==> src/hdl/c2_debug_frame_master_assert.svh <==
// Assertion macros shared by the debug frame master RTL.
// Needs a clock named i_clk and an active-low reset named i_rst_n in scope.
`ifndef C2_DEBUG_FRAME_MASTER_ASSERT_SVH
`define C2_DEBUG_FRAME_MASTER_ASSERT_SVH

// Property checked on every rising edge outside reset.
`define C2DFM_ASSERT(label, prop, msg) \
    label: assert property (@(posedge i_clk) disable iff (!i_rst_n) (prop)) \
        else $error(msg);

// Implication whose property is checked in the cycle after the condition.
`define C2DFM_ASSERT_NEXT(label, cond, prop, msg) \
    label: assert property (@(posedge i_clk) disable iff (!i_rst_n) (cond) |=> (prop)) \
        else $error(msg);

`endif

==> src/hdl/c2dfm_pkg.sv <==
// Types and constants for the two-wire debug frame master.
// No dependencies; imported by every RTL module of the block.
package c2dfm_pkg;

    localparam int unsigned TICK_W = 16;

    // Input op codes
    localparam logic [2:0] OP_TICK  = 3'd0;
    localparam logic [2:0] OP_RESET = 3'd1;
    localparam logic [2:0] OP_WADDR = 3'd2;
    localparam logic [2:0] OP_RADDR = 3'd3;
    localparam logic [2:0] OP_WDATA = 3'd4;
    localparam logic [2:0] OP_RDATA = 3'd5;

    // Configuration register indexes
    localparam logic [1:0] REG_CLK_LOW  = 2'd0;
    localparam logic [1:0] REG_CLK_HIGH = 2'd1;
    localparam logic [1:0] REG_RST_LOW  = 2'd2;
    localparam logic [1:0] REG_RST_HIGH = 2'd3;

    localparam logic [TICK_W-1:0] RST_CLK_LOW  = 16'd10;
    localparam logic [TICK_W-1:0] RST_CLK_HIGH = 16'd12;
    localparam logic [TICK_W-1:0] RST_RST_LOW  = 16'd10000;
    localparam logic [TICK_W-1:0] RST_RST_HIGH = 16'd10000;

    // Instruction codes sent after the start bit, LSB first
    localparam logic [1:0] INS_WADDR = 2'h3;
    localparam logic [1:0] INS_RADDR = 2'h2;
    localparam logic [1:0] INS_WDATA = 2'h1;
    localparam logic [1:0] INS_RDATA = 2'h0;

    localparam logic [4:0] LAST_SLOT_ADDR = 5'd11;
    localparam logic [4:0] LAST_SLOT_DATA = 5'd14;

    typedef enum logic [2:0] {
        K_IDLE  = 3'd0,
        K_RESET = 3'd1,
        K_WADDR = 3'd2,
        K_RADDR = 3'd3,
        K_WDATA = 3'd4,
        K_RDATA = 3'd5
    } t_kind;

    // LOW and HIGH double as the driven level
    typedef enum logic [2:0] {
        S_LOW  = 3'd0,
        S_HIGH = 3'd1,
        S_DATA = 3'd2,
        S_READ = 3'd3,
        S_WAIT = 3'd4
    } t_slot;

    typedef struct packed {
        logic [TICK_W-1:0] clk_low;
        logic [TICK_W-1:0] clk_high;
        logic [TICK_W-1:0] rst_low;
        logic [TICK_W-1:0] rst_high;
    } t_cfg;

    typedef struct packed {
        logic       clock_pin;
        logic       data_drive;
        logic       data_enable;
        logic       busy_res;
        logic       frame_done;
        logic [7:0] read_byte;
        logic       rejected;
    } t_result;

endpackage

==> src/hdl/c2dfm_seq.sv <==
// Bit-slot sequencer: frame state, phase counter and per-beat result.
// Depends on c2dfm_pkg and the assertion macro header.
`include "c2_debug_frame_master_assert.svh"
module c2dfm_seq (
    input  logic               i_clk,
    input  logic               i_rst_n,
    input  logic               i_accept,
    input  logic [2:0]         i_op,
    input  logic [7:0]         i_payload,
    input  logic               i_pin_level,
    input  c2dfm_pkg::t_cfg    i_cfg,
    output c2dfm_pkg::t_result o_result
);
    import c2dfm_pkg::*;

    t_kind       r_kind, n_kind;
    logic [4:0]  r_slot, n_slot;
    logic [15:0] r_phase, n_phase;
    logic        r_high, n_high;
    logic [7:0]  r_shift, n_shift;
    logic        r_latch, n_latch;
    logic [7:0]  r_last_read, n_last_read;

    logic        busy;
    logic        done;
    logic        rej;
    logic        enable;
    logic [15:0] limit_raw;
    logic [15:0] limit;
    logic [15:0] phase_inc;
    t_slot       cur_slot;
    t_slot       new_slot;
    logic [4:0]  last_slot;

    function automatic t_slot slot_kind(input t_kind k, input logic [4:0] i);
        logic [1:0] ins;
        t_slot      s;
        unique case (k)
            K_WADDR: ins = INS_WADDR;
            K_RADDR: ins = INS_RADDR;
            K_WDATA: ins = INS_WDATA;
            default: ins = INS_RDATA;
        endcase
        if (i == 5'd0) begin
            s = S_LOW;
        end else if (i <= 5'd2) begin
            s = ins[i[1]] ? S_HIGH : S_LOW;
        end else if (k == K_WADDR) begin
            s = (i <= 5'd10) ? S_DATA : S_LOW;
        end else if (k == K_RADDR) begin
            s = (i <= 5'd10) ? S_READ : S_LOW;
        end else if (i <= 5'd4) begin
            s = S_LOW;  // length field, always zero
        end else if (k == K_WDATA) begin
            if (i <= 5'd12)      s = S_DATA;
            else if (i == 5'd13) s = S_WAIT;
            else                 s = S_LOW;
        end else begin
            if (i == 5'd5)       s = S_WAIT;
            else if (i <= 5'd13) s = S_READ;
            else                 s = S_LOW;
        end
        return s;
    endfunction

    assign busy      = (r_kind != K_IDLE);
    assign cur_slot  = slot_kind(r_kind, r_slot);
    assign phase_inc = r_phase + 16'd1;
    assign last_slot = (r_kind == K_WADDR || r_kind == K_RADDR) ? LAST_SLOT_ADDR
                                                                : LAST_SLOT_DATA;

    always_comb begin
        if (!r_high) limit_raw = (r_kind == K_RESET) ? i_cfg.rst_low : i_cfg.clk_low;
        else         limit_raw = (r_kind == K_RESET) ? i_cfg.rst_high : i_cfg.clk_high;
        limit = (limit_raw == 16'd0) ? 16'd1 : limit_raw;
    end

    // Next state
    always_comb begin
        n_kind      = r_kind;
        n_slot      = r_slot;
        n_phase     = r_phase;
        n_high      = r_high;
        n_shift     = r_shift;
        n_last_read = r_last_read;
        done        = 1'b0;
        rej         = 1'b0;
        if (i_op == OP_TICK) begin
            if (busy) begin
                if (phase_inc < limit) begin
                    n_phase = phase_inc;
                end else begin
                    n_phase = 16'd0;
                    if (!r_high) begin
                        n_high = 1'b1;
                    end else if (r_kind == K_RESET) begin
                        n_kind = K_IDLE;
                        done   = 1'b1;
                    end else if (cur_slot == S_WAIT && !i_pin_level) begin
                        n_high = 1'b0;  // target not ready: repeat the wait slot
                    end else begin
                        n_high = 1'b0;
                        if (cur_slot == S_READ) begin
                            n_shift = {i_pin_level, r_shift[7:1]};
                            if ((r_kind == K_RADDR && r_slot == 5'd10) ||
                                (r_kind == K_RDATA && r_slot == 5'd13))
                                n_last_read = n_shift;
                        end else if (cur_slot == S_DATA) begin
                            n_shift = {1'b0, r_shift[7:1]};
                        end
                        if (r_slot >= last_slot) begin
                            n_kind = K_IDLE;
                            n_slot = 5'd0;
                            n_high = 1'b1;
                            done   = 1'b1;
                        end else begin
                            n_slot = r_slot + 5'd1;
                        end
                    end
                end
            end
        end else if (i_op <= OP_RDATA) begin
            if (busy) begin
                rej = 1'b1;
            end else begin
                n_kind  = t_kind'(i_op);
                n_slot  = 5'd0;
                n_phase = 16'd0;
                n_high  = 1'b0;
                n_shift = (i_op == OP_WADDR || i_op == OP_WDATA) ? i_payload : 8'd0;
            end
        end
    end

    assign new_slot = slot_kind(n_kind, n_slot);

    // Pin levels after the beat
    always_comb begin
        enable  = 1'b1;
        n_latch = r_latch;
        if (n_kind != K_IDLE && n_kind != K_RESET) begin
            unique case (new_slot)
                S_READ, S_WAIT: enable = 1'b0;
                S_DATA:         n_latch = n_shift[0];
                S_HIGH:         n_latch = 1'b1;
                S_LOW:          n_latch = 1'b0;
                default:        n_latch = 1'b0;
            endcase
        end
        o_result.clock_pin   = n_high;
        o_result.data_drive  = enable & n_latch;
        o_result.data_enable = enable;
        o_result.busy_res    = (n_kind != K_IDLE);
        o_result.frame_done  = done;
        o_result.read_byte   = n_last_read;
        o_result.rejected    = rej;
    end

    always_ff @(posedge i_clk) begin
        if (!i_rst_n) begin
            r_kind      <= K_IDLE;
            r_slot      <= 5'd0;
            r_phase     <= 16'd0;
            r_high      <= 1'b1;
            r_shift     <= 8'd0;
            r_latch     <= 1'b0;
            r_last_read <= 8'd0;
        end else if (i_accept) begin
            r_kind      <= n_kind;
            r_slot      <= n_slot;
            r_phase     <= n_phase;
            r_high      <= n_high;
            r_shift     <= n_shift;
            r_latch     <= n_latch;
            r_last_read <= n_last_read;
        end
    end

    `C2DFM_ASSERT(a_done_ends_busy, !(i_accept && done) || !o_result.busy_res,
        "frame_done with busy still set")
    `C2DFM_ASSERT(a_reject_only_busy, !(i_accept && rej) || busy,
        "command rejected while idle")
    `C2DFM_ASSERT(a_slot_range, r_slot <= LAST_SLOT_DATA,
        "slot index past end of frame")
    `C2DFM_ASSERT(a_idle_clean, busy || (r_high && r_phase == 16'd0 && r_slot == 5'd0),
        "idle with clock low or counters running")
endmodule

==> src/hdl/c2dfm_outq.sv <==
// Two-entry result buffer that decouples the sequencer from output stalls.
// Depends on c2dfm_pkg and the assertion macro header.
`include "c2_debug_frame_master_assert.svh"
module c2dfm_outq (
    input  logic               i_clk,
    input  logic               i_rst_n,
    input  logic               i_push,
    input  c2dfm_pkg::t_result i_data,
    output logic               o_full,
    output logic               o_valid,
    input  logic               i_stall,
    output c2dfm_pkg::t_result o_data
);
    import c2dfm_pkg::*;

    t_result    r_head, n_head;
    t_result    r_tail, n_tail;
    logic [1:0] r_count, n_count;
    logic       pop;

    assign o_valid = (r_count != 2'd0);
    assign o_full  = (r_count == 2'd2);
    assign o_data  = r_head;
    assign pop     = o_valid && !i_stall;

    always_comb begin
        n_head  = r_head;
        n_tail  = r_tail;
        n_count = r_count;
        unique case (r_count)
            2'd0: begin
                if (i_push) begin
                    n_head  = i_data;
                    n_count = 2'd1;
                end
            end
            2'd1: begin
                if (i_push && pop) begin
                    n_head = i_data;
                end else if (i_push) begin
                    n_tail  = i_data;
                    n_count = 2'd2;
                end else if (pop) begin
                    n_count = 2'd0;
                end
            end
            2'd2: begin
                if (pop) begin
                    n_head  = r_tail;
                    n_count = 2'd1;
                end
            end
            default: n_count = 2'd0;
        endcase
    end

    always_ff @(posedge i_clk) begin
        if (!i_rst_n) begin
            r_count <= 2'd0;
        end else begin
            r_count <= n_count;
        end
    end

    always_ff @(posedge i_clk) begin
        r_head <= n_head;
        r_tail <= n_tail;
    end

    `C2DFM_ASSERT(a_count_range, r_count != 2'd3, "result buffer count out of range")
    `C2DFM_ASSERT_NEXT(a_full_holds, o_full && i_stall,
        o_full && $stable(r_head) && $stable(r_tail), "stalled full buffer changed")
    `C2DFM_ASSERT_NEXT(a_drain, r_count == 2'd1 && pop && !i_push, !o_valid,
        "buffer not empty after last beat taken")
endmodule

==> src/hdl/c2_debug_frame_master.sv <==
// Top level of the two-wire debug frame master: configuration registers,
// sequencer and result buffer. Depends on c2dfm_pkg, c2dfm_seq, c2dfm_outq.
//
// Usage: each input beat (i_in_valid, o_in_stall) carries an op: a tick with
// the sampled data pin level, or a reset-pulse / address / data command.
// Every accepted beat yields exactly one result beat (o_out_valid,
// i_out_stall) with the clock and data pin levels after that beat, busy,
// frame-done, the last read byte and a reject flag for commands sent while
// busy. A beat is processed in the cycle it is accepted; its result is
// registered into the result buffer. Throughput is one beat per cycle
// while o_in_stall is low. A two-entry result buffer absorbs output
// stalls; o_in_stall rises only when both entries hold untaken results, and
// no result is dropped. Configuration writes (i_cfg_we) are registered
// and should be made while no frame is running. Synchronous reset returns
// the sequencer to idle with the clock high, empties the buffer and loads
// the default tick counts.
module c2_debug_frame_master (
    input  logic        i_clk,
    input  logic        i_rst_n,
    input  logic        i_in_valid,
    output logic        o_in_stall,
    input  logic [2:0]  i_op,
    input  logic [7:0]  i_payload,
    input  logic        i_pin_level,
    output logic        o_out_valid,
    input  logic        i_out_stall,
    output logic        o_clock_pin,
    output logic        o_data_drive,
    output logic        o_data_enable,
    output logic        o_busy_res,
    output logic        o_frame_done,
    output logic [7:0]  o_read_byte,
    output logic        o_rejected,
    input  logic        i_cfg_we,
    input  logic [1:0]  i_cfg_index,
    input  logic [15:0] i_cfg_data
);
    import c2dfm_pkg::*;

    t_cfg    r_cfg;
    t_result seq_result;
    t_result out_result;
    logic    in_accept;
    logic    q_full;

    always_ff @(posedge i_clk) begin
        if (!i_rst_n) begin
            r_cfg.clk_low  <= RST_CLK_LOW;
            r_cfg.clk_high <= RST_CLK_HIGH;
            r_cfg.rst_low  <= RST_RST_LOW;
            r_cfg.rst_high <= RST_RST_HIGH;
        end else if (i_cfg_we) begin
            unique case (i_cfg_index)
                REG_CLK_LOW:  r_cfg.clk_low  <= i_cfg_data;
                REG_CLK_HIGH: r_cfg.clk_high <= i_cfg_data;
                REG_RST_LOW:  r_cfg.rst_low  <= i_cfg_data;
                REG_RST_HIGH: r_cfg.rst_high <= i_cfg_data;
                default:      r_cfg.clk_low  <= i_cfg_data;
            endcase
        end
    end

    assign o_in_stall = q_full;
    assign in_accept  = i_in_valid && !q_full;

    c2dfm_seq u_seq (
        .i_clk       (i_clk),
        .i_rst_n     (i_rst_n),
        .i_accept    (in_accept),
        .i_op        (i_op),
        .i_payload   (i_payload),
        .i_pin_level (i_pin_level),
        .i_cfg       (r_cfg),
        .o_result    (seq_result)
    );

    c2dfm_outq u_outq (
        .i_clk   (i_clk),
        .i_rst_n (i_rst_n),
        .i_push  (in_accept),
        .i_data  (seq_result),
        .o_full  (q_full),
        .o_valid (o_out_valid),
        .i_stall (i_out_stall),
        .o_data  (out_result)
    );

    assign o_clock_pin   = out_result.clock_pin;
    assign o_data_drive  = out_result.data_drive;
    assign o_data_enable = out_result.data_enable;
    assign o_busy_res    = out_result.busy_res;
    assign o_frame_done  = out_result.frame_done;
    assign o_read_byte   = out_result.read_byte;
    assign o_rejected    = out_result.rejected;
endmodule
==> config.mk <==
export PLATFORM = sky130hd
export DESIGN_NAME = c2_debug_frame_master
export DESIGN_NICKNAME = d
export VERILOG_FILES = /design/src/hdl/c2dfm_pkg.sv /design/src/hdl/c2dfm_seq.sv /design/src/hdl/c2dfm_outq.sv /design/src/hdl/c2_debug_frame_master.sv
export VERILOG_INCLUDE_DIRS = /design/src /design/src/hdl
export SDC_FILE = /design/constraint.sdc
export NUM_CORES = 1
export LEC_CHECK = 0
export ABC_AREA = 0
export BUFFER_PORTS_ARGS = -buffer_cell sky130_fd_sc_hd__buf_2
export CELL_PAD_IN_SITES_DETAIL_PLACEMENT = 2
export CELL_PAD_IN_SITES_GLOBAL_PLACEMENT = 2
export CORE_MARGIN = 2
export CORE_UTILIZATION = 42
export DETAILED_ROUTE_END_ITERATION = 7
export GPL_TIMING_DRIVEN = 0
export PLACE_DENSITY_LB_ADDON = 0.1
export SYNTH_ARGS = -nofsm -noshare
export SYNTH_HDL_FRONTEND = slang
export SYNTH_HIERARCHICAL = 1
export SYNTH_SLANG_ARGS = --single-unit
export TNS_END_PERCENT = 10
==> constraint.sdc <==
create_clock -name i_clk -period 8.8 [get_ports i_clk]
set_clock_uncertainty 0.15 [all_clocks]
set_input_delay 2.64 -clock i_clk [delete_from_list [all_inputs] [get_ports i_clk]]
set_output_delay 2.64 -clock i_clk [all_outputs]
set_load 0.005 [all_outputs]
Word level (Yosys, flattened, before mapping) --
Cells that the tools add are included.
Storage, ports and cells: flip-flop bits (word level) 136, word-level logic and storage cells 229, input port bits 35
Operators by class: add/subtract/negate cells 2, equal/unequal tests 40, bitwise logic cells 2, $lt $le $gt $ge 15, mux-type cells 109, reductions and logical operators 34
Operators with widths (number):
- $mux W8 | 19
- $mux W16 | 9
- $mux W3 | 28
- $mux W5 | 9
- $mux W14 | 3
- $pmux W14 S3 | 1
- $le A5 B4 Y1 const B | 6
- $eq A3 B2 Y1 const B | 9
- $mux W1 | 25
- $mux W2 | 11
- $eq A3 B3 Y1 const B | 6
- $pmux W2 S3 | 3
- $add A16 B1 Y16 const B | 1
- $logic_not A16 Y1 | 1
- $lt A16 B16 Y1 | 1
- $eq A5 B4 Y1 const B | 3
- $reduce_and A4 Y1 | 3
- $eq A5 B3 Y1 const B | 2
- $le A5 B2 Y1 const B | 2
- $le A5 B3 Y1 const B | 2
- $logic_not A5 Y1 | 2
- $ne A2 B1 Y1 const B | 5
- $ne A2 B2 Y1 const B | 5
- $reduce_and A9 Y1 | 1
- other kinds (22) | 45

Longest topological paths before layout --
Gate-level depths: netlist of run 1.
depth after elaboration 33, depth in mapped cells 22, mapped depth without buffers 20

Hierarchy --
The synthesis of run 1 kept the hierarchy.
By module, submodules not included:
- c2dfm_seq | times used 1, cells an instance 510, area each 3975.1 um2
- c2_debug_frame_master | times used 1, cells an instance 242, area each 2483.6 um2
- c2dfm_outq | times used 1, cells an instance 60, area each 1177.4 um2

Worst setup path after synthesis of run 1 --
Ideal clock, no wire load.
path type input to register, start in i_op[2], end reg u_outq.r_head (netlist bit u_outq/o_data[11]) (data pin), required time 8390 ps, path slack 2555 ps, arrival 5835 ps, path buffers 2, cell stages on the path 15, cells stage by stage or3_1 clkbuf_1 inv_1 nand2_1 nor2_1 o211ai_1 nor3_2 o2bb2ai_2 a22oi_2 or4_4 a311o_1 o31ai_2 nand2_1 buf_4 mux2_4
RTL lines:
- from (decl) | line c2_debug_frame_master.sv:22 | input logic [2:0] i_op,
- to (signal assigned) | line c2dfm_outq.sv:66 | r_head <= n_head;
- to (decl) | line c2dfm_outq.sv:16 | t_result r_head, n_head;

==> run metrics, run 1 <==
pin count of the biggest net entering global routing=17; synthesis-stage register bit count=136; placed insts=1,089; worst vdd rail ir drop=0.146 mV; r2r worst-path depth=20; Die Width=139 um; total CTS buffers=17; final cell utilization of the core=49.0%; Post-Syn Nets=871; clock latency at the later pin of the worst-skew pair=0.44 ns; portion of total power attributed to combinational logic=15.1%; initial antenna violation count=0; htree depth=4; Reg clk slew, reported paths=0.06 ns; commonest non-fill, non-tap cell in the layout=dfxtp_1; worst path cell trace=clkbuf_1 > clkbuf_1 > buf_1 > mux4_2 > inv_1 > ha_1 > a21o_1 > a21oi_1 > o221ai_1 > or4_4 > nor4_4 > nor3_2 > a31oi_2 > nor2_1 > or4_4 > a311o_1 > o31ai_2 > nand2_1 > buf_4 > mux2_4; core footprint=0.0179 mm^2; P&R area growth vs syn=15.0%; clock buffer depth=2; Hold Path Class=reg -> reg; Slew Limit Fails=0; MaxCap Viol Count=0; Final Hold Fails=0; vias post-DR=6,783; pwr/cell area=193 mW/mm^2; P_leak=3.59 nW; Switching Fraction=28.9%; setup_tns=0 ns; top_reg_cell synth=dfxtp_1; dpl hpwl=19.6 mm; Ports=51; Worst Path Max Fanout=10; synth unique cells=78; # hold bufs at CTS=0; postcts setup bufs=0; layout cells sized above 1=18.0%; CTS resizes=0; CTS Root Cell=clkbuf_16; Psw=0.490 mW; Clk pwr share=44.4%; vias in the first global route=7,590; Tot GR Track Use=29.0%; vias per cell=6.05; syn_area_per_cell=9.40 um^2; Final ANT Viol Nets=0; minimum clock period=7.44 ns; nets@finish=939; arrival time at the worst endpoint=7.47 ns; routability cong.=0.845; critical path class=reg -> reg; CTS tree=yes; Synth async-reset ratio=0%; Max stage delay cell, worst path=or4_4; drt drc=0; clock sink count=136; YS warnings=6; Slew @ Worst Pin=1.26 ns; chip height=139 um; Slew headroom=15.6%; 1st-pass router iterations=5; DR iter-0 viols=370; EDFF count, synth=28; cell area after layout=0.00878 mm^2; most frequent cells in the layout=108 x dfxtp_1, 104 x nand2_1, 79 x nor2_1, 71 x mux2i_1, 59 x buf_2; Syn Std Cell Area=0.00764 mm^2; Antenna Cells=0; RSZ-0062 raised after global routing=false; Highest Clock Rate=134 MHz; status=finished, final reports clean; gr ovfl total=0; DP Area=0.00816 mm^2; crit-path max cell delay=0.66 ns; Routed wire per std cell=24.7 um; Synth Instances=812; buffers added on ports=48; Reg power frac=40.5%; drt total wl=27.7 mm; worst hold stages=2; Worst setup EP type=flip-flop; Die ar.=0.0193 mm^2; CP startpoint kind=flip-flop; Starting Density=42.7%; Worst Path Required=8.83 ns; Core Rows=49; sequential fraction of the synthesis area=39.3%; Int Pwr=1.21 mW; final setup fails=0; first-pass GRT wire length=43.4 mm; fin crit share=84.6%; final cell count without fillers=1,122
## path summary, 6_finish.rpt
check	start	endpoint	slack (ns)
worst min-delay path	r_cfg[33]	r_cfg[33]	0.31
worst min register to register	r_cfg[33]	r_cfg[33]	0.31
worst max register to register	u_seq/r_high	u_outq/o_data[11]	1.36
worst max-delay path	u_seq/r_high	u_outq/o_data[11]	1.36
## state kept, by name, summed over array words and instances (netlist names)
name               cells
r_cfg                 64
u_outq/o_data         14
u_outq/r_count         2
u_outq/r_tail         14
u_seq/r_high           1
u_seq/r_kind           3
u_seq/r_last_read      8
u_seq/r_latch          1
u_seq/r_phase         16
u_seq/r_shift          8
u_seq/r_slot           5
## Yosys cell counts (12+ instances only)
library cell / number / area [um^2]
a21oi_1: 26 / 130
clkbuf_1: 26 / 97.6
dfxtp_1: 108 / 2160
edfxtp_1: 28 / 841
ha_1: 24 / 300
inv_1: 25 / 93.8
mux2_2: 15 / 169
mux2i_1: 71 / 711
mux4_2: 12 / 270
nand2_1: 104 / 390
nand3_1: 16 / 80.1
nor2_1: 79 / 297
nor2b_1: 31 / 194
nor3_1: 28 / 140
o21ai_0: 22 / 110
## through the flow
stage	power (mW)	setup WS, ns	hold slack (ns)
floorplan	0.856	2.56	0.280
global placement	0.925	1.69	0.290
detailed placement	0.947	1.58	0.306
CTS	1.70	1.47	0.317
global route	1.76	1.19	0.339
finish	1.70	1.36	0.312
## power groups by stage
stage	Combinational [mW]	Sequential, mW	Clock, mW
global route	0.277	0.688	0.792
floorplan	0.164	0.692	0
CTS	0.254	0.686	0.762
finish	0.257	0.686	0.753
detailed placement	0.248	0.699	0
global placement	0.230	0.695	0
## area by class of cell
class                           instances  area (um^2)
Fill cell                            1918         9120
Clock inverter                         11          106
Timing Repair Buffer                   49          248
Multi-Input combinational cell        597         4220
Inverter                               26         97.6
Sequential cell                       136         3000
Buffer                                 53          312
Clock buffer                           21          504
Tap cell                              229          287
## cells by family after synthesis
family,count (synthesis),share of synthesized area [%]
and+or+nand+nor,319,20.5
DFF,136,39.3
AOI/OAI and AO/OA,129,11.8
muxes,108,17.2
buffers and inverters,79,5.36
adders and majority gates,25,4.06
xor gates and xnor gates,16,1.84
## worst max-delay path, delay by kind of cell, from the launching register on
family	cells	cell delay (ns)
fa+ha+maj	1	0.24
simple gates	6	1.97
mux	2	0.67
flops	1	0.34
buf+inv	5	1.97
compound gates	6	1.81
## layer usage
metal | share of wire (%) | global-route usage [%] | vias to the layer above
met3 | 5.1 | 6.28 | 46
met2 | 50 | 50.5 | 209
met4 | 2.1 | 9.04 | 0
met5 | 0 | 0 | -
li1 | - | - | 3045
met1 | 43 | 36.0 | 3483
Note: power is estimated with default switching activity, not from simulation.
==> inputs of run 2 (changes only) <==
Settings changed: CORE_UTILIZATION 42 to 39.
Clock period 8.8 ns to 7.35 ns, I/O delays scaled along.
==> run 2 against run 1 <==
Combinational power is 16% higher; clock power rose by 20%; sequential power grew 20%; count of clock-buffer cells in the layout decreased by 3; utilization decreased by 3.5 points; global-route usage decreased by 3.0 points; critical path depth stayed put; highest routed layer unchanged; sequential share of layout area down 0.13 points; fmax rose by 8.4%; routed wire length decreased by 6.1%.
==> run metrics, run 2 (synthesis gave the netlist of run 1 again) <==
Worst setup EP type=flip-flop; # hold bufs at CTS=0; worst vdd rail ir drop=0.165 mV; vias post-DR=6,508; Slew headroom=41.7%; arrival time at the worst endpoint=6.89 ns; gr ovfl total=0; Clk pwr share=44.6%; commonest non-fill, non-tap cell in the layout=dfxtp_1; pwr/cell area=229 mW/mm^2; total CTS buffers=17; Highest Clock Rate=146 MHz; 1st-pass router iterations=4; CTS tree=yes; Die ar.=0.0207 mm^2; pin count of the biggest net entering global routing=17; CP startpoint kind=flip-flop; Tot GR Track Use=26.0%; minimum clock period=6.87 ns; portion of total power attributed to combinational logic=14.8%; Final Hold Fails=0; Hold Path Class=reg -> reg; worst reg-to-reg setup slack=0.48 ns; core footprint=0.0193 mm^2; critical path class=reg -> reg; Psw=0.569 mW; final setup fails=0; vias per cell=5.62; vias in the first global route=7,293; Core Rows=51; Slew Limit Fails=0; clock latency at the later pin of the worst-skew pair=0.43 ns; Starting Density=39.5%; Int Pwr=1.45 mW; M3 GR Usage=4.50%; htree depth=4; clock sink count=136; first-pass GRT wire length=40.6 mm; GR Util met2=48.1%; Reg-to-Reg End=u_outq/o_data[11]; nets@finish=938; clock buffer depth=2; busiest grt layer=met2; most frequent cells in the layout=108 x dfxtp_1, 104 x nand2_1, 78 x nor2_1, 71 x mux2i_1, 59 x buf_2; Ports=51; status=finished, final reports clean; Slew @ Worst Pin=0.870 ns; drt drc=0; Total Power=2.02 mW; Top Registers=r_cfg (64), u_seq/r_phase (16); Die Width=144 um; layout cells sized above 1=18.2%; met1 Use GR=29.9%; Worst Path Max Fanout=10; Reg power frac=40.6%; routability cong.=0.868; CP Launch Point=u_seq/r_high; r2r worst-path depth=20; DR iter-0 viols=258; setup_tns=0 ns; initial antenna violation count=0; Reg clk slew, reported paths=0.06 ns; MaxCap Viol Count=0; Antenna Cells=0; chip height=144 um; buffers added on ports=48; CTS Root Cell=clkbuf_16; Switching Fraction=28.2%; max reg flops=64; P&R area growth vs syn=15.4%; drt total wl=26.0 mm; dpl hpwl=18.6 mm; reg2reg start=u_seq/r_high; P_leak=3.57 nW; RSZ-0062 raised after global routing=false; Final ANT Viol Nets=0; fin crit share=93.4%; largest reg by FF count=r_cfg; Worst Path Required=7.37 ns; CP endpoint=u_outq/o_data[11]; Routed wire per std cell=22.5 um
-- run 2: cell types whose count changed in the layout (fill, tap and decap cells not counted) --
| cell | before | now |
|---|---|---|
| bufinv_16 | 1 | 3 |
| nor2_1 | 79 | 78 |
| clkbuf_16 | 20 | 17 |
| clkinvlp_4 | 0 | 2 |
| clkbuf_2 | 0 | 1 |
| buf_4 | 8 | 7 |
| clkinv_4 | 3 | 2 |
| buf_1 | 1 | 0 |
| nor2_2 | 1 | 2 |
-- run 2: worst min-delay path by stage --
stage | from | slack (ns) | endpoint | cells after the start
floorplan | r_cfg[33] | 0.28 | r_cfg[33] | 2
global placement | r_cfg[62] | 0.29 | r_cfg[62] | 2
detailed placement | r_cfg[57] | 0.31 | r_cfg[57] | 2
CTS | r_cfg[57] | 0.32 | r_cfg[57] | 2
global route | r_cfg[57] | 0.33 | r_cfg[57] | 2
finish | r_cfg[57] | 0.31 | r_cfg[57] | 2
-- run 2: power groups by stage --
stage | combinational, mW | clock [mW] | sequential, mW
after floorplan | 0.196 | 0 | 0.829
after global placement | 0.280 | 0 | 0.833
after detailed placement | 0.294 | 0 | 0.836
after CTS | 0.300 | 0.919 | 0.820
after global routing | 0.327 | 0.949 | 0.823
final | 0.299 | 0.900 | 0.820
-- run 2: worst max-delay path: stages, from the launching register on --
cell and delay [ns]:
dfxtp_1 0.35, clkbuf_1 0.52, clkbuf_1 0.53, clkbuf_2 0.41
mux4_2 0.36, inv_1 0.07, ha_1 0.23, a21o_1 0.19
a21oi_1 0.15, o221ai_1 0.30, or4_4 0.64, nor4_4 0.42
nor2_2 0.21, o2bb2ai_2 0.17, a22oi_2 0.15, or4_4 0.57
a311o_1 0.38, o31ai_2 0.28, nand2_1 0.11, buf_4 0.15
mux2_4 0.26
-- run 2: what timing repair did --
action,CTS,global route
endpoints found under the setup margin,0,2
setup buffers,0,0
gates resized for setup,0,1
-- run 2: layer usage --
metal / share of wire (%) / up-vias
met5: 0 / -
met4: 2.7 / 0
li1: - / 3045
met3: 2.7 / 33
met2: 53 / 112
met1: 42 / 3318
-- run 2: layout make-up --
class | count | area [um^2]
tap | 265 | 332
multi-input combinational | 597 | 4230
clock inverter | 14 | 173
clock buffer | 18 | 429
buffer | 53 | 313
timing repair buffer | 48 | 240
inverter | 26 | 97.6
fill | 2103 | 10500
sequential | 136 | 3000
-- run 2: through the flow --
step	instance area [um^2]	utilization, %	worst slack (ns)	hold slack [ns]	std cells
floorplan	7640	-	1.54	0.280	812
global placement	8210	42.5	0.424	0.291	1125
detailed placement	8210	42.5	0.319	0.308	1125
CTS	8810	45.6	0.226	0.316	1157
global route	8810	45.6	0.112	0.333	1157
finish	8810	45.6	0.483	0.312	1157
==> inputs of run 3 (changes only) <==
Settings changed: CORE_MARGIN 2 to default.
Clock period 7.35 ns to 7.5 ns, I/O delays scaled along.
==> run 3 against run 2 <==
Final area down 0.34%; final cell count shrank 0.43%; utilization up 0.75 points; sequential power down 2%; via count grew 0.35%; non-clock buffer count did not move; fmax shrank 4.0%; sequential share of layout area grew 0.12 points.
==> run metrics, run 3 (synthesis gave the netlist of run 1 again) <==
Hold Path Class=reg -> reg; RSZ-0062 raised after global routing=false; dpl hpwl=19.2 mm; routability cong.=0.836; largest reg by FF count=r_cfg; final cell count without fillers=1,152; Int Pwr=1.36 mW; final cell utilization of the core=46.3%; M3 GR Usage=4.15%; P&R area growth vs syn=15.0%; Reg clk slew, reported paths=0.07 ns; Die Width=142 um; CTS tree=yes; worst reg-to-reg setup slack=0.35 ns; core footprint=0.0190 mm^2; Top Registers=r_cfg (64), u_seq/r_phase (16); busiest grt layer=met2; commonest non-fill, non-tap cell in the layout=dfxtp_1; Psw=0.577 mW; total CTS buffers=17; Worst Path Max Fanout=10; minimum clock period=7.15 ns; Slew headroom=27.3%; Starting Density=40.3%; Highest Clock Rate=140 MHz; Reg power frac=41.4%; buffers added on ports=48; worst hold stages=2; worst vdd rail ir drop=0.160 mV; Worst Path Required=7.54 ns; Worst setup EP type=flip-flop; status=finished, final reports clean; Tot GR Track Use=26.6%; vias post-DR=6,531; CTS Root Cell=clkbuf_16; drt total wl=25.7 mm; clock buffer depth=2; placed insts=1,120; Clk pwr share=43.5%; worst hold slack=0.310 ns; vias in the first global route=7,154; Final Hold Fails=0; chip height=142 um; MaxCap Viol Count=0; P_leak=3.56 nW; Routed wire per std cell=22.3 um; htree depth=4; r2r worst-path depth=20; arrival time at the worst endpoint=7.19 ns; GR Util met2=45.0%; pin count of the biggest net entering global routing=17; CP startpoint kind=flip-flop; Ports=51; postcts setup bufs=0; Core Rows=50; Slew @ Worst Pin=1.08 ns; CTS resizes=0; CP Launch Point=u_seq/r_high; initial antenna violation count=0; pwr/cell area=221 mW/mm^2; clock latency at the later pin of the worst-skew pair=0.44 ns; 1st-pass router iterations=5; vias per cell=5.67; setup_tns=0 ns; Die ar.=0.0201 mm^2; Hold Path End=r_cfg[56]; nets@finish=938; drt drc=0; DR iter-0 viols=332; Antenna Cells=0; Slew Limit Fails=0; first-pass GRT wire length=40.3 mm; Reg-to-Reg End=u_outq/o_data[11]; clock sink count=136; fin crit share=95.4%; critical path class=reg -> reg; gr ovfl total=0; most frequent cells in the layout=108 x dfxtp_1, 104 x nand2_1, 78 x nor2_1, 71 x mux2i_1, 59 x buf_2; hold_sp=r_cfg[56]; portion of total power attributed to combinational logic=15.1%; final setup fails=0; reg2reg start=u_seq/r_high; layout cells sized above 1=18.2%; # hold bufs at CTS=0; max reg flops=64; Switching Fraction=29.7%; Final ANT Viol Nets=0; met1 Use GR=35.2%
-- run 3: worst max-delay path, stage by stage, from the launching register on --
cell,delay [ns]
dfxtp_1,0.38
clkbuf_1,0.53
clkbuf_1,0.49
buf_1,0.61
mux4_2,0.40
inv_1,0.07
ha_1,0.23
a21o_1,0.18
a21oi_1,0.15
o221ai_1,0.34
or4_4,0.65
nor4_4,0.45
nor3_2,0.20
a31oi_2,0.44
nor2_1,0.07
or4_4,0.43
a311o_1,0.38
o31ai_2,0.27
nand2_1,0.09
buf_4,0.14
mux2_4,0.26
-- run 3: worst max-delay path by stage --
stage | to | cells after the start
after floorplan | u_outq/o_data[11] | 15
after global placement | u_outq/o_data[11] | 20
after detailed placement | u_outq/o_data[11] | 20
after CTS | u_outq/o_data[11] | 20
after global routing | u_outq/o_data[11] | 20
final | u_outq/o_data[11] | 20
-- run 3: cell type report --
cell class              count  area (um^2)
fillers                  2063        10200
flip-flops and latches    136         3000
repair buffers             48          240
inverters                  26         97.6
clock inverters            15          154
multi-input cells         597         4230
well taps                 260          325
plain buffers              53          312
clock buffers              17          425
-- run 3: stage by stage --
step	setup WS (ns)	total power [mW]	area, um^2
6_report	0.349	1.94	8780
5_1_grt	0.0891	2.01	8780
4_1_cts	0.451	1.95	8780
3_5_place_dp	0.489	1.11	8200
3_3_place_gp	0.576	1.09	8200
2_1_floorplan	1.65	1.00	7640
-- run 3: per-layer routing --
metal  vias to the layer above  part of all wire (%)  wire (um)
li1                       3052                     -          -
met1                      3355                    47      12100
met2                       106                    49      12500
met3                        18                   2.8        722
met4                         0                   1.1        271
met5                         -                     0          0
-- run 3: power groups by stage --
stage	combinational (mW)	sequential (mW)	clock, mW
2_1_floorplan	0.192	0.812	0
3_3_place_gp	0.273	0.816	0
3_5_place_dp	0.289	0.819	0
4_1_cts	0.293	0.803	0.856
5_1_grt	0.318	0.807	0.886
6_report	0.293	0.803	0.844
